## src/hw/rtl/lcd_scanline_timing_controller_assert.svh

```systemverilog
// ----------------------------------------------------------------------------
// Assertion macros for the scan-line timing controller
// Clocked assertion wrappers; they expand to nothing when SYNTHESIS is set.
// ----------------------------------------------------------------------------
`ifndef LCD_SCANLINE_TIMING_CONTROLLER_ASSERT_SVH
`define LCD_SCANLINE_TIMING_CONTROLLER_ASSERT_SVH

`ifndef SYNTHESIS
// Checked only outside reset.
`define LCDST_ASSERT(lbl, prop) \
  lbl: assert property (@(posedge clk) disable iff (!rst_n) (prop)) \
    else $error("lcdst: assertion failed");
// Checked at every edge, reset included.
`define LCDST_ASSERT_ALWAYS(lbl, prop) \
  lbl: assert property (@(posedge clk) (prop)) \
    else $error("lcdst: assertion failed");
`else
`define LCDST_ASSERT(lbl, prop)
`define LCDST_ASSERT_ALWAYS(lbl, prop)
`endif

`endif

```

## src/hw/rtl/lcdst_pkg.sv

```systemverilog
// ----------------------------------------------------------------------------
// lcdst_pkg
// Types and constants shared by the scan-line timing controller modules.
// ----------------------------------------------------------------------------
package lcdst_pkg;

  // Line timing
  localparam logic [9:0] LINE_CYCLES   = 10'd456;
  localparam logic [9:0] OAM_DOTS      = 10'd80;
  localparam logic [9:0] XFER_DOTS     = 10'd172;
  localparam logic [9:0] OAM_BOUND     = LINE_CYCLES - OAM_DOTS;
  localparam logic [9:0] XFER_BOUND    = OAM_BOUND - XFER_DOTS;
  localparam logic [7:0] VISIBLE_LINES = 8'd144;
  localparam logic [7:0] LAST_LINE     = 8'd153;

  // Display modes
  localparam logic [1:0] MODE_HBLANK = 2'd0;
  localparam logic [1:0] MODE_VBLANK = 2'd1;
  localparam logic [1:0] MODE_OAM    = 2'd2;
  localparam logic [1:0] MODE_XFER   = 2'd3;

  // Bits of the status interrupt enable register
  localparam int IRQ_EN_HBLANK = 0;
  localparam int IRQ_EN_VBLANK = 1;
  localparam int IRQ_EN_OAM    = 2;
  localparam int IRQ_EN_COIN   = 3;

  // Configuration register indexes
  localparam logic [1:0] CFG_IDX_LCD_ENABLE   = 2'd0;
  localparam logic [1:0] CFG_IDX_LINE_COMPARE = 2'd1;
  localparam logic [1:0] CFG_IDX_STAT_IRQ_EN  = 2'd2;

  typedef struct packed {
    logic       lcd_enable;
    logic [7:0] line_compare;
    logic [3:0] stat_irq_enables;
  } cfg_t;

  typedef struct packed {
    logic       vblank_irq;
    logic       stat_irq;
    logic       draw_line;
    logic [7:0] line_number;
    logic [1:0] lcd_mode;
    logic       coincidence;
  } res_t;

endpackage

```

## src/hw/rtl/lcdst_cfg.sv

```systemverilog
// ----------------------------------------------------------------------------
// lcdst_cfg
// Configuration registers of the scan-line timing controller.
// ----------------------------------------------------------------------------
module lcdst_cfg (
  input  logic              clk,
  input  logic              rst_n,
  input  logic              cfg_wr_en,
  input  logic [1:0]        cfg_index,
  input  logic [7:0]        cfg_wdata,
  output lcdst_pkg::cfg_t   cfg
);

  lcdst_pkg::cfg_t cfg_r;

  always_ff @(posedge clk) begin
    if (!rst_n) begin
      cfg_r <= '0;
    end else if (cfg_wr_en) begin
      unique case (cfg_index)
        lcdst_pkg::CFG_IDX_LCD_ENABLE:   cfg_r.lcd_enable       <= cfg_wdata[0];
        lcdst_pkg::CFG_IDX_LINE_COMPARE: cfg_r.line_compare     <= cfg_wdata;
        lcdst_pkg::CFG_IDX_STAT_IRQ_EN:  cfg_r.stat_irq_enables <= cfg_wdata[3:0];
        default: begin
          // Unused index: write is dropped.
        end
      endcase
    end
  end

  assign cfg = cfg_r;

endmodule

```

## src/hw/rtl/lcdst_timing.sv

```systemverilog
// ----------------------------------------------------------------------------
// lcdst_timing
// Dot counter, line counter, mode and coincidence state with the step logic.
// ----------------------------------------------------------------------------
module lcdst_timing (
  input  logic            clk,
  input  logic            rst_n,
  input  logic            step_en,
  input  lcdst_pkg::cfg_t cfg,
  input  logic [7:0]      cycles,
  output lcdst_pkg::res_t res
);

  logic [9:0]        dot_counter_r, dot_counter_nxt;
  logic [7:0]        current_line_r, current_line_nxt;
  logic [1:0]        mode_bits_r, mode_bits_nxt;
  logic              coin_r, coin_nxt;

  logic [1:0]        new_mode;
  logic              want;
  logic [7:0]        line_inc;
  logic signed [10:0] diff_s;
  logic signed [11:0] reload_s;
  logic              expired;
  logic [9:0]        reload;

  // Counter after this step; eleven bits hold the signed result.
  assign diff_s   = $signed({1'b0, dot_counter_r}) - $signed({3'b000, cycles});
  assign expired  = diff_s[10] || (diff_s == 11'sd0);
  assign reload_s = $signed({2'b00, lcdst_pkg::LINE_CYCLES}) + $signed({diff_s[10], diff_s});
  assign reload   = reload_s[11] ? 10'd0 : reload_s[9:0];
  assign line_inc = current_line_r + 8'd1;

  always_comb begin
    dot_counter_nxt  = dot_counter_r;
    current_line_nxt = current_line_r;
    mode_bits_nxt    = mode_bits_r;
    coin_nxt         = coin_r;
    new_mode         = lcdst_pkg::MODE_HBLANK;
    want             = 1'b0;
    res.vblank_irq   = 1'b0;
    res.stat_irq     = 1'b0;
    res.draw_line    = 1'b0;

    if (!cfg.lcd_enable) begin
      dot_counter_nxt  = lcdst_pkg::LINE_CYCLES;
      current_line_nxt = 8'd0;
      mode_bits_nxt    = lcdst_pkg::MODE_VBLANK;
    end else begin
      // Mode from the state before the count-down.
      if (current_line_r >= lcdst_pkg::VISIBLE_LINES) begin
        new_mode      = lcdst_pkg::MODE_VBLANK;
        mode_bits_nxt = lcdst_pkg::MODE_VBLANK;
        want          = cfg.stat_irq_enables[lcdst_pkg::IRQ_EN_VBLANK];
      end else if (dot_counter_r != 10'd0) begin
        if (dot_counter_r >= lcdst_pkg::OAM_BOUND) begin
          new_mode = lcdst_pkg::MODE_OAM;
          want     = cfg.stat_irq_enables[lcdst_pkg::IRQ_EN_OAM];
        end else if (dot_counter_r >= lcdst_pkg::XFER_BOUND) begin
          new_mode = lcdst_pkg::MODE_XFER;
        end else begin
          new_mode = lcdst_pkg::MODE_HBLANK;
          want     = cfg.stat_irq_enables[lcdst_pkg::IRQ_EN_HBLANK];
        end
        mode_bits_nxt = new_mode;
      end
      res.stat_irq = want && (mode_bits_r != new_mode);

      if (current_line_r == cfg.line_compare) begin
        coin_nxt = 1'b1;
        if (cfg.stat_irq_enables[lcdst_pkg::IRQ_EN_COIN]) begin
          res.stat_irq = 1'b1;
        end
      end else begin
        coin_nxt = 1'b0;
      end

      if (expired) begin
        dot_counter_nxt  = reload;
        current_line_nxt = line_inc;
        // Lines after the first invisible one up to the last raise nothing.
        if (line_inc == lcdst_pkg::VISIBLE_LINES) begin
          res.vblank_irq = 1'b1;
        end else if (line_inc > lcdst_pkg::LAST_LINE) begin
          current_line_nxt = 8'd0;
          res.draw_line    = 1'b1;
        end else if (line_inc < lcdst_pkg::VISIBLE_LINES) begin
          res.draw_line = 1'b1;
        end
      end else begin
        dot_counter_nxt = diff_s[9:0];
      end
    end

    res.line_number = current_line_nxt;
    res.lcd_mode    = mode_bits_nxt;
    res.coincidence = coin_nxt;
  end

  always_ff @(posedge clk) begin
    if (!rst_n) begin
      dot_counter_r  <= 10'd0;
      current_line_r <= 8'd0;
      mode_bits_r    <= lcdst_pkg::MODE_HBLANK;
      coin_r         <= 1'b0;
    end else if (step_en) begin
      dot_counter_r  <= dot_counter_nxt;
      current_line_r <= current_line_nxt;
      mode_bits_r    <= mode_bits_nxt;
      coin_r         <= coin_nxt;
    end
  end

endmodule

```

## src/hw/rtl/lcd_scanline_timing_controller.sv

```systemverilog
// ----------------------------------------------------------------------------
// lcd_scanline_timing_controller
// Display scan-line timing: mode, line count and interrupt requests per item.
// ----------------------------------------------------------------------------
// Each input item carries the number of clock cycles that have elapsed since
// the previous one. For every item the block returns exactly one result item
// with the vertical blank and status interrupt requests, the line-draw strobe,
// the line number, the display mode and the coincidence flag after the step.
// Both channels use valid and stall; an item moves at an edge where valid is
// high and stall is low. The configuration port writes one register per edge.
// The user writes it only while the block is idle; the block does not enforce
// this. Index 0 is display enable, 1 line compare, 2 status interrupt enables.
// An accepted item lands in an input register; while the result register is
// free or being emptied, the step logic updates the timing state from it and
// loads the result register, which offers the result to the receiver.
// One item is taken every cycle while the receiver does not stall; the state
// update between the input and result registers sets this sustained rate.
// When the receiver stalls, the result register holds its item, the input
// register still takes one further item, and then in_stall is raised until
// the result is taken. Reset clears both registers, the timing state and the
// configuration, which leaves the display disabled.
// ----------------------------------------------------------------------------
`include "lcd_scanline_timing_controller_assert.svh"

module lcd_scanline_timing_controller (
  input  logic       clk,
  input  logic       rst_n,
  // Input channel
  input  logic       in_valid,
  output logic       in_stall,
  input  logic [7:0] in_elapsed_cycles,
  // Result channel
  output logic       out_valid,
  input  logic       out_stall,
  output logic       out_vblank_irq,
  output logic       out_stat_irq,
  output logic       out_draw_line,
  output logic [7:0] out_line_number,
  output logic [1:0] out_lcd_mode,
  output logic       out_coincidence,
  // Configuration port
  input  logic       cfg_wr_en,
  input  logic [1:0] cfg_index,
  input  logic [7:0] cfg_wdata
);

  lcdst_pkg::cfg_t cfg;
  lcdst_pkg::res_t res;
  lcdst_pkg::res_t res_r;

  logic       in_valid_r;
  logic [7:0] in_cycles_r;
  logic       out_valid_r;
  logic       in_accept;
  logic       advance;

  // The held item steps forward whenever the result register is free or is
  // being emptied in this very cycle.
  assign advance   = in_valid_r && (!out_valid_r || !out_stall);
  assign in_stall  = in_valid_r && !advance;
  assign in_accept = in_valid && !in_stall;

  lcdst_cfg u_cfg (
    .clk       (clk),
    .rst_n     (rst_n),
    .cfg_wr_en (cfg_wr_en),
    .cfg_index (cfg_index),
    .cfg_wdata (cfg_wdata),
    .cfg       (cfg)
  );

  lcdst_timing u_timing (
    .clk     (clk),
    .rst_n   (rst_n),
    .step_en (advance),
    .cfg     (cfg),
    .cycles  (in_cycles_r),
    .res     (res)
  );

  // Input register
  always_ff @(posedge clk) begin
    if (!rst_n) begin
      in_valid_r <= 1'b0;
    end else if (in_accept) begin
      in_valid_r <= 1'b1;
    end else if (advance) begin
      in_valid_r <= 1'b0;
    end
  end

  always_ff @(posedge clk) begin
    if (in_accept) begin
      in_cycles_r <= in_elapsed_cycles;
    end
  end

  // Result register
  always_ff @(posedge clk) begin
    if (!rst_n) begin
      out_valid_r <= 1'b0;
    end else if (advance) begin
      out_valid_r <= 1'b1;
    end else if (!out_stall) begin
      out_valid_r <= 1'b0;
    end
  end

  always_ff @(posedge clk) begin
    if (advance) begin
      res_r <= res;
    end
  end

  assign out_valid       = out_valid_r;
  assign out_vblank_irq  = res_r.vblank_irq;
  assign out_stat_irq    = res_r.stat_irq;
  assign out_draw_line   = res_r.draw_line;
  assign out_line_number = res_r.line_number;
  assign out_lcd_mode    = res_r.lcd_mode;
  assign out_coincidence = res_r.coincidence;

  // A vertical blank step never also asks for a line to be drawn.
  `LCDST_ASSERT(a_vblank_no_draw, out_valid_r |-> !(res_r.vblank_irq && res_r.draw_line))
  // Vertical blank is raised only on entry to the first invisible line.
  `LCDST_ASSERT(a_vblank_line, (out_valid_r && res_r.vblank_irq) |-> (res_r.line_number == lcdst_pkg::VISIBLE_LINES))
  // The line count wraps past the last line.
  `LCDST_ASSERT(a_line_range, out_valid_r |-> (res_r.line_number <= lcdst_pkg::LAST_LINE))
  // Input back-pressure only comes from a full, stalled result register.
  `LCDST_ASSERT(a_stall_cause, in_stall |-> (out_valid_r && out_stall && in_valid_r))
  // Reset empties the result register.
  `LCDST_ASSERT_ALWAYS(a_reset_clears, !rst_n |=> !out_valid_r)

endmodule

```

## config.mk

```make
export PLATFORM = sky130hd
export DESIGN_NAME = lcd_scanline_timing_controller
export DESIGN_NICKNAME = d
export VERILOG_FILES = /design/src/hw/rtl/lcdst_pkg.sv /design/src/hw/rtl/lcdst_cfg.sv /design/src/hw/rtl/lcdst_timing.sv /design/src/hw/rtl/lcd_scanline_timing_controller.sv
export VERILOG_INCLUDE_DIRS = /design/src /design/src/hw/rtl
export SDC_FILE = /design/constraint.sdc
export NUM_CORES = 1
export LEC_CHECK = 0
export BUFFER_PORTS_ARGS = -buffer_cell sky130_fd_sc_hd__buf_2
export CORE_UTILIZATION = 35
export CTS_BUF_LIST = sky130_fd_sc_hd__clkbuf_8
export CTS_CLUSTER_DIAMETER = 200
export CTS_CLUSTER_SIZE = 40
export DETAILED_ROUTE_END_ITERATION = 12
export PLACE_DENSITY = 0.63
export SLEW_MARGIN = 20
export SYNTH_ARGS = -nofsm -noshare
export SYNTH_HDL_FRONTEND = slang
export SYNTH_SLANG_ARGS = --single-unit
```

## constraint.sdc

```tcl
create_clock -name clk -period 6.2 [get_ports clk]
set_input_delay 1.86 -clock clk [delete_from_list [all_inputs] [get_ports clk]]
set_output_delay 1.86 -clock clk [all_outputs]
set_load 0.02 [all_outputs]
```

==> summary.md <==
| Metric | Value |
|---|---|
| Status | completed |
| Synthesized net count | between 400 and 500 |
| Worst EP arrival | 2.33 ns |
| Clk root buf | clkbuf_8 |
| Synth area leaders | dfxtp_1 (21%), edfxtp_1 (19%), mux2i_1 (5.6%) |
| Antenna fix cells | 0 |
| Synthesized area per cell | 8.966 um^2 |
| Gr usage total | 15.86% |
| Routed wire length | 7.672 mm |
| Hold Startpoint | u_timing.coin_r$_SDFFE_PN0P_ |
| Count of mapped cells out of synthesis | 379 |
| Mapped Area | 3398 um^2 |
| Post-route DRC | 0 |
| Placed Cells | ~530 |
| Worst Setup End Kind | primary output |
| Critical path type | primary input to primary output |
| Power Density | 220.4 nW/um^2 |
| Yosys warns | 0 |
| R2r endpoint | out_line_number[5]$_DFFE_PP_ |
| Worst EP required | 4.34 ns |
| Post-DR vias/cell | 5.278 |
| Via count | 2,871 |
| Cts repair resizes | 0 |
| Worst r2r path cells | 12 |
| Peak Freq | 238.9 MHz |
| Cell taking the most area after synthesis | dfxtp_1 |
| Post-layout util | 41.27% |
| Worst slack at placement | 1.988 ns |
| Worst-Skew Late Latency | 0.33 ns |
| Post-DP HPWL | 5.598 mm |
| Nets@finish | 445 |
| EDFF count, synth | 22 |
| Sw frac | 27.88% |
| Hold Slack | 0.4642 ns |
| Sequential-to-total area share from yosys stat | 40.65% |
| Initial core utilization | 36.43% |
| Clk buf depth | 2 |
| Clock-pin slew on the worst setup and hold paths | 0.06 ns |
| Minimum clock period | 4.186 ns |
| Actual slew at the worst max-slew pin | 0.7954 ns |
| Initial DRC count | approximately 200 |
| Clock share of power | 35.5% |
| Die H | between 100 and 150 um |
| Vias in the first global route | between 2,000 and 3,000 |
| Fraction of layout cells with a size suffix above 1 | 16.39% |
| Pre-Repair DR Iteration Count | 4 |
| Max-cap violations | 0 |
| Initial antenna violation count | 0 |
| Slew margin rel. | 46.84% |
| Setup_tns | 0 ns |
| Unrepaired setup endpoints after global routing | false |
| R2R Path Start | u_timing.dot_counter_r[0]$_SDFFE_PN0P_ |
| R2r setup slk | ~3.1 ns |
| Post-CTS setup buffers | 0 |
| Gate power share | between 10% and 20% |
| Pin count of the biggest net entering global routing | 29 |
| Skew final | between 0.01 and 0.015 ns |
| Most used DFF post-synth | dfxtp_1 |
| Fin cells | 544 |
| Most common cell on crit path | buf_2 |
| First-pass GRT wire length | 12.54 mm |
| Num CTS Buffers | 9 |
| Total gr overflow | 0 |
| P&R area growth vs syn | 13.29% |
| CTS tree | yes |
| LEAKAGE | 1.524 nW |
| Die area | 10,110 um^2 |
| H-tree depth | 3 |
| Fin crit share | 67.51% |
| Peak supply drop | around 86 uV |
| Routed Antenna Nets | 0 |
| Count leader, synth | nor2_1 |
| PortBufs | 38 |
| Reg power frac | 49.2% |
| WL/cell | 14.10 um |
| P_sw | ~0.00024 W |
| Crit start category | primary input |
| Slowest cell on the critical path | and3_1 |
| Final setup viols | 0 |
| Clk sinks | a little under 60 |
| Most frequent cells after synthesis | nor2_1 (41), dfxtp_1 (36), nand2_1 (33), edfxtp_1 (22), inv_1 (22) |
| Hold path depth | 2 |
| GP Congestion | 0.8571 |
| Die Width | approximately 100 um |
| Sequence of cells on the critical path | buf_2 > and3_1 > buf_2 |
| Pint | 0.0006121 W |
| Max incr delay on CP | 0.19 ns |
| Top cell type's share of synthesized area | 21.21% |
| Library cells used by synthesis | 68 |
| Hold Path Class | flop to flop |
| Hold Path End | u_timing.coin_r$_SDFFE_PN0P_ |
| Fraction of registers with async set/reset | 0% |
| Core area | 9328 um^2 |
| Final hold violations | 0 |
| Worst Path Max Fanout | 3 |
| Final Slew Violations | 0 |
| Synth Register Bits | just under 60 |
| I/O pin count | 39 |
| Fin worst setup slack | 2.014 ns |
| Hold Buf Count CTS | 0 |
| Cell Rows | 35 |
[state kept, by name, indices dropped and copies added, names as in the netlist, 2 cells and up]
signal                   cells
u_cfg.cfg                   13
out_lcd_mode                 2
u_timing.dot_counter_r      10
u_timing.current_line_r      8
u_timing.mode_bits_r         2
out_line_number              8
in_cycles_r                  8
[cells by family (layout without fill, tap and decap cells)]
logic type | Yosys count | in the layout | synth area share, %
multiplexers | 21 | 21 | 6.259
buffers and inverters | 42 | 78 | 4.860
AND/OR/NAND/NOR | 141 | 141 | 21.17
adder cells (fa/ha/maj) | 12 | 12 | 4.639
AO/OA/AOI/OAI | 89 | 89 | 18.30
flip-flops | 58 | 58 | 40.65
XOR/XNOR | 16 | 16 | 4.124
[placed cells by master (no fill, tap or decap), types with 12 or more instances in the layout]
cell type and n:
a21oi_1 21, buf_2 38, dfxtp_1 36, edfxtp_1 22, inv_1 23, mux2i_1 19, nand2_1 33, nand3_1 12
nor2_1 41, o21ai_0 16
[worst max path at each step]
stage | from | to | slack [ns] | cells past startpoint
final | out_stall | in_stall | 2.01 | 3
after global routing | out_stall | in_stall | 1.96 | 3
after CTS | out_stall | in_stall | 2.01 | 3
after detailed placement | out_stall | u_timing.current_line_r[5]$_SDFFE_PN0P_ | 1.99 | 8
after global placement | out_stall | in_stall | 2.02 | 3
after floorplan | out_stall | in_stall | 2.19 | 1
[metrics by stage]
stage,instance area (um^2),total power [W]
after global placement,3679,0.0005528
after floorplan,3398,0.0005221
final,3850,0.0008487
after detailed placement,3679,0.0005555
after CTS,3850,0.0008577
after global routing,3850,0.0008915
[worst max-delay path: cells and delay by family]
| family | cells | cell delay (ns) |
|---|---|---|
| buffers and inverters | 2 | 0.27 |
| and+or+nand+nor | 1 | 0.19 |
[layout make-up]
| cell class | count | area (um^2) |
|---|---|---|
| clock buffers | 10 | 137.6 |
| clock inverters | 6 | 33.78 |
| fillers | 936 | 5478 |
| inverters | 23 | 86.33 |
| multi-input cells | 279 | 1852 |
| flip-flops and latches | 58 | 1381 |
| well taps | 129 | 161.4 |
| repair buffers | 39 | 197.7 |
[routing by layer]
metal / GRT usage (%) / vias to the layer above / part of all wire, %
li1: - / 1439 / -
met1: 20.82 / 1363 / 48
met4: 6.243 / 0 / 1.1
met2: 25.55 / 64 / 47
met3: 3.329 / 5 / 3.6
met5: 0 / - / 0
[power by group through the flow]
stage                     Sequential (W)  Clock (W)  Combinational (W)
after floorplan                 0.000428          0          0.0000944
after global placement          0.000426          0           0.000127
after detailed placement        0.000426          0           0.000129
after CTS                       0.000418   0.000310           0.000130
after global routing            0.000419   0.000329           0.000144
final                           0.000418   0.000302           0.000129
No activity file was read; power rests on OpenSTA's default activity.
